[src/hw/rtl/hwt_pkg.sv]
`timescale 1ns / 1ps
`default_nettype none
// ----------------------------------------------------------------------------
// hwt_pkg
// shared types and constants of the hashed timer wheel
// ----------------------------------------------------------------------------
package hwt_pkg;

  localparam int unsigned TimeBits   = 48;
  localparam int unsigned PoolSize   = 32;
  localparam int unsigned EntryBits  = 5;
  localparam int unsigned LinkBits   = EntryBits + 1;
  localparam int unsigned WheelSlots = 256;
  localparam int unsigned SlotBits   = 8;
  localparam int unsigned IvBits     = 21;
  localparam int unsigned VisitBits  = SlotBits + 1;

  typedef logic [TimeBits-1:0]  time_t;
  typedef logic [IvBits-1:0]    iv_t;
  typedef logic [EntryBits-1:0] entry_t;
  typedef logic [LinkBits-1:0]  link_t;
  typedef logic [SlotBits-1:0]  slot_t;

  // end of list marker: top bit of a link set
  localparam link_t NoEntry = link_t'(PoolSize);

  typedef enum logic [1:0] {
    REQ_ADD    = 2'd0,
    REQ_CANCEL = 2'd1,
    REQ_TICK   = 2'd2,
    REQ_NONE   = 2'd3
  } req_t;

  typedef enum logic [2:0] {
    RPT_ADDED       = 3'd0,
    RPT_ADD_FAIL    = 3'd1,
    RPT_CANCELLED   = 3'd2,
    RPT_CANCEL_FAIL = 3'd3,
    RPT_FIRED       = 3'd4,
    RPT_DONE        = 3'd5
  } report_t;

  localparam logic [2:0] RegTickInterval = 3'd0;
  localparam iv_t IntervalReset = iv_t'(1000);

endpackage
`default_nettype wire

[src/hw/rtl/hwt_div.sv]
`timescale 1ns / 1ps
`default_nettype none
// ----------------------------------------------------------------------------
// hwt_div
// restoring divider, one quotient bit per cycle
// ----------------------------------------------------------------------------
module hwt_div (
  input  wire logic          clk,
  input  wire logic          rst,
  input  wire logic          start,
  input  wire hwt_pkg::time_t dividend,
  input  wire hwt_pkg::iv_t  divisor,
  output      logic          done,
  output      hwt_pkg::time_t quot,
  output      hwt_pkg::iv_t  rem
);
  import hwt_pkg::*;

  localparam int unsigned CntBits = $clog2(TimeBits + 1);

  logic [CntBits-1:0] cnt;
  logic               busy;
  logic [IvBits:0]    trial;
  logic               fits;

  assign trial = {rem, quot[TimeBits-1]};
  assign fits  = trial >= {1'b0, divisor};

  always_ff @(posedge clk) begin
    if (rst) begin
      busy <= 1'b0;
      done <= 1'b0;
      cnt  <= '0;
    end else begin
      done <= 1'b0;
      if (start) begin
        busy <= 1'b1;
        cnt  <= CntBits'(TimeBits);
        quot <= dividend;
        rem  <= '0;
      end else if (busy) begin
        if (fits) begin
          rem <= IvBits'(trial - {1'b0, divisor});
        end else begin
          rem <= trial[IvBits-1:0];
        end
        quot <= {quot[TimeBits-2:0], fits};
        cnt  <= cnt - 1'b1;
        if (cnt == CntBits'(1)) begin
          busy <= 1'b0;
          done <= 1'b1;
        end
      end
    end
  end

endmodule
`default_nettype wire

[config.mk]
export PLATFORM = sky130hd
export DESIGN_NAME = hwt_div
export DESIGN_NICKNAME = d
export VERILOG_FILES = /design/src/hw/rtl/hwt_pkg.sv /design/src/hw/rtl/hwt_div.sv
export SDC_FILE = /design/constraint.sdc
export NUM_CORES = 1
export LEC_CHECK = 0
export BUFFER_PORTS_ARGS = -buffer_cell sky130_fd_sc_hd__buf_4
export CORE_MARGIN = 1.5
export CORE_UTILIZATION = 43
export CTS_BUF_LIST = sky130_fd_sc_hd__clkbuf_4 sky130_fd_sc_hd__clkbuf_8
export DETAILED_ROUTE_END_ITERATION = 8
export GPL_TIMING_DRIVEN = 0
export PLACE_DENSITY = 0.69
export RECOVER_POWER = 50
export SYNTH_ARGS = -nofsm -noshare
export SYNTH_HDL_FRONTEND = slang
export SYNTH_SLANG_ARGS = --single-unit
[constraint.sdc]
create_clock -name clk -period 6.28 [get_ports clk]
set_clock_uncertainty 0.05 [all_clocks]
set_input_delay 1.256 -clock clk [delete_from_list [all_inputs] [get_ports clk]]
set_output_delay 1.256 -clock clk [all_outputs]
set_load 0.005 [all_outputs]
==> summary.md <==
| Metric | Value |
|---|---|
| Total wirelength of the detailed-routed design | `11500 um` |
| Biggest cell delay along the critical path | `0.51 ns` |
| Worst reg2reg startpoint | `quot[47]` |
| Number of inserted diodes | `0` |
| Fraction of the yosys area taken by sequential cells | `48.7%` |
| Core outline area | `0.0103 sq mm` |
| First-pass GRT wire length | `18500 um` |
| Setup crit end kind | `flop` |
| Top Family by Delay on Critical Path | `compound AO/OA/AOI/OAI gates` |
| Number of buffers inserted during clock tree synthesis | `9` |
| Starting utilization of the core area | `44.4%` |
| Cells on worst reg2reg path | `10` |
| Top FF cell, synth | `edfxtp_1` |
| Die span in x | `106 um` |
| Fraction of post-synthesis cell area in the top cell type by area | `45.2%` |
| Synth cell types | `53` |
| Final HPWL DP | `8900 um` |
| Clock root cell | `clkbuf_8` |
| Final Util | `57.8%` |
| Number of endpoints with negative hold slack in the final report | `0` |
| Min cycle time layout | `3.60 ns` |
| Final estimated routing congestion in global placement | `0.931` |
| Nature of the critical path startpoint | `primary input` |
| Critical path class | `primary input to flop` |
| Fraction of the cycle the final worst path needs | `57.4%` |
| Ys async rst share | `0%` |
| Layout Nets | `650` |
| Portion of total power attributed to sequential cells | `45.5%` |
| Setup bufs post-CTS | `0` |
| Antenna violations before repair | `0` |
| Max-slew violation count | `0` |
| Yosys reg bits | `77` |
| Max_cap viols | `0` |
| Worst hold path startpoint | `cnt[1]` |
| Worst hold slack | `0.459 ns` |
| Area added between synthesis and finish | `30.1%` |
| Worst ir drop on vdd | `141 uV` |
| Setup violations, final | `0` |
| CP required | `6.33 ns` |
| Slowest-stage cell, CP | `a221oi_2` |
| Total Die Area | `0.0113 sq mm` |
| Final setup TNS | `0 ns` |
| Maximum frequency from static timing analysis | `278 MHz` |
| Post-layout instance count excluding filler cells | `695` |
| Cells after synthesis | `402` |
| Layout cells sized above 1 | `36.1%` |
| Ranking of synthesized cells by instance count | `edfxtp_1 (69), mux2_2 (47), nor2_1 (32), inv_1 (31), a21oi_1 (30)` |
| Net count after synthesis | `498` |
| Worst path arrival time | `3.66 ns` |
| Total power density per cell area | `235 mW/mm^2` |
| Area post-placement | `0.00585 sq mm` |
| Pin count of the biggest net entering global routing | `33` |
| TritonCTS clock tree | `built` |
| Per-cell routed wire length | `16.5 um` |
| Syn avg cell area | `11.4 sq um` |
| Cell-by-cell listing of the critical path | `buf_4 -> ha_1 -> inv_1 -> fa_1 -> a211oi_2 -> o211ai_1 -> a221oi_2 -> o21ai_2 -> buf_6 -> mux2_4` |
| Cell area after layout | `0.00597 sq mm` |
| Insertion delay of the later-clocked pin in the worst-skew pair | `0.35 ns` |
| Actual transition at the worst max-transition pin | `0.689 ns` |
| Sink of the worst hold path | `cnt[1]` |
| Level count of the clock H-tree | `3` |
| Global route overflow | `0` |
| Port Buffer Count | `139` |
| Number of global-route vias before repair | `3680` |
| Clock share of power | `25.7%` |
| Destination of the worst register-to-register timing path | `quot[0]` |
| Pre-antenna DRT Iters | `5` |
| DRC violations left | `0` |
| Relative max-transition margin | `54.1%` |
| Internal power component | `0.982 mW` |
| Worst reg2reg setup slack | `3.20 ns` |
| Maximum fanout count along the critical path | `10` |
| Number of warnings reported in the yosys synthesis log | `0` |
| Number of instances in the placed design | `679` |
| FP Rows | `37` |
| Cell area after technology mapping | `0.00459 sq mm` |
| Number of buffers inserted by hold repair at cts | `0` |
| Worst Path Buf+Inv | `3` |
| Overall fraction of global-route tracks in use | `21.1%` |
| Via count of the routed design | `3712` |
| Hold depth | `2` |
| Number of synthesized flops with an enable pin | `69` |
| Routed Antenna Nets | `0` |
| Top area cells in the synthesized netlist | `edfxtp_1 (45%), mux2_2 (12%), ha_1 (6.3%)` |
| CTS sink cnt | `77` |
| Fraction of power spent switching nets | `30.1%` |
| Pleak | `2.48 nW` |
| Vias per cell | `5.34` |
| Die boundary height | `106 um` |
| Worst min-delay path class | `flop to flop` |
| Switching power summed over all nets | `0.422 mW` |
| Most instantiated library cell after synthesis | `edfxtp_1` |
| Cell type with the highest aggregate area in the netlist | `edfxtp_1` |
| Total I/O pin count | `142` |
| Setup repair after global routing missed its margin | `no` |
| Maximum number of buffers from clock root to sink | `2` |
| Total of cells resized after clock tree synthesis | `0` |
| Clk pin slew, worst setup/hold paths | `0.08 ns` |
| Outcome | `finished clean` |
| DRT iter0 DRCs | `114` |
| Share of power burned in combinational logic | `28.8%` |
==> cell type report <==
type / count / area (sq um)
tap: 136 / 170
clock inverter: 3 / 20.0
sequential: 77 / 2230
fill: 912 / 4360
clock buffer: 13 / 166
timing repair buffer: 141 / 1020
buffer: 15 / 88.8
inverter: 32 / 120
multi-input combinational: 278 / 2150
==> power groups by stage <==
| stage | registers [mW] | logic, mW | clock network (mW) |
|---|---|---|---|
| 6_report | 0.639 | 0.404 | 0.361 |
| 5_1_grt | 0.645 | 0.446 | 0.393 |
| 4_1_cts | 0.641 | 0.414 | 0.375 |
| 3_5_place_dp | 0.652 | 0.412 | 0 |
| 3_3_place_gp | 0.654 | 0.401 | 0 |
| 2_1_floorplan | 0.650 | 0.257 | 0 |
==> worst max-delay path by stage <==
stage | startpoint | depth (start not counted) | slack [ns] | endpoint
after floorplan | start | 4 | 0.94 | quot[0]
after global placement | start | 4 | -0.73 | quot[32]
after detailed placement | divisor[0] | 10 | 2.33 | quot[0]
after CTS | divisor[0] | 10 | 2.71 | quot[0]
after global routing | divisor[0] | 11 | 2.57 | rem[1]
final | divisor[0] | 10 | 2.68 | quot[0]
==> registers in the layout, summed over array words and instances (netlist names) <==
signal,count
quot,48
rem,21
cnt,6
busy,1
done,1
==> per-layer routing <==
layer | track usage, % | wire length, um | vias to the layer above
met5 | 0 | 0 | -
met4 | 7.05 | 146 | 0
met3 | 7.36 | 1050 | 15
met2 | 35.0 | 5560 | 148
met1 | 25.7 | 4740 | 1735
li1 | - | - | 1814
==> worst register-to-register path, cell delays in order (launching register included) <==
cell,delay (ns)
edfxtp_1,0.42
inv_1,0.07
ha_1,0.16
inv_1,0.06
fa_1,0.45
a211oi_2,0.30
o211ai_1,0.17
a221oi_2,0.51
o21ai_2,0.20
buf_6,0.20
mux2_4,0.26
==> layout by cell type, fill, tap and decap left out, types with 3 or more instances in the layout <==
cell	Yosys	final
buf_4	0	69
edfxtp_1	69	69
clkbuf_4	0	54
mux2_2	47	47
inv_1	31	31
nor2_1	32	31
a21oi_1	30	30
clkbuf_1	9	27
ha_1	23	23
nand2_1	20	20
xnor2_1	13	13
o21ai_0	11	11
clkbuf_8	0	11
nor3_1	8	8
mux2i_1	8	8
dfxtp_1	8	8
o211ai_1	7	7
a211oi_1	7	7
nand3_1	6	6
xor2_1	6	6
o21a_1	5	5
a21o_1	5	5
o22ai_1	5	5
buf_6	4	4
or3_1	4	4
a2111oi_0	3	3
a31oi_1	3	3
==> per-stage QoR <==
step                setup slack [ns]  power [mW]
floorplan                      0.939       0.908
global placement              -0.729        1.06
detailed placement              2.33        1.06
CTS                             2.71        1.43
global route                    2.57        1.48
finish                          2.68        1.40
==> cells by family (layout without fill, tap and decap cells) <==
group                      Yosys count  after routing  synth area share [%]
adders and majority gates           24             24                  6.71
AOI/OAI and AO/OA                   95             95                  14.2
DFF                                 77             77                  48.7
muxes                               56             56                  13.6
xor gates and xnor gates            19             19                  3.63
and+or+nand+nor                     84             84                  8.62
buffers and inverters               47            204                  4.56
Note: power is estimated with default switching activity, not from simulation.
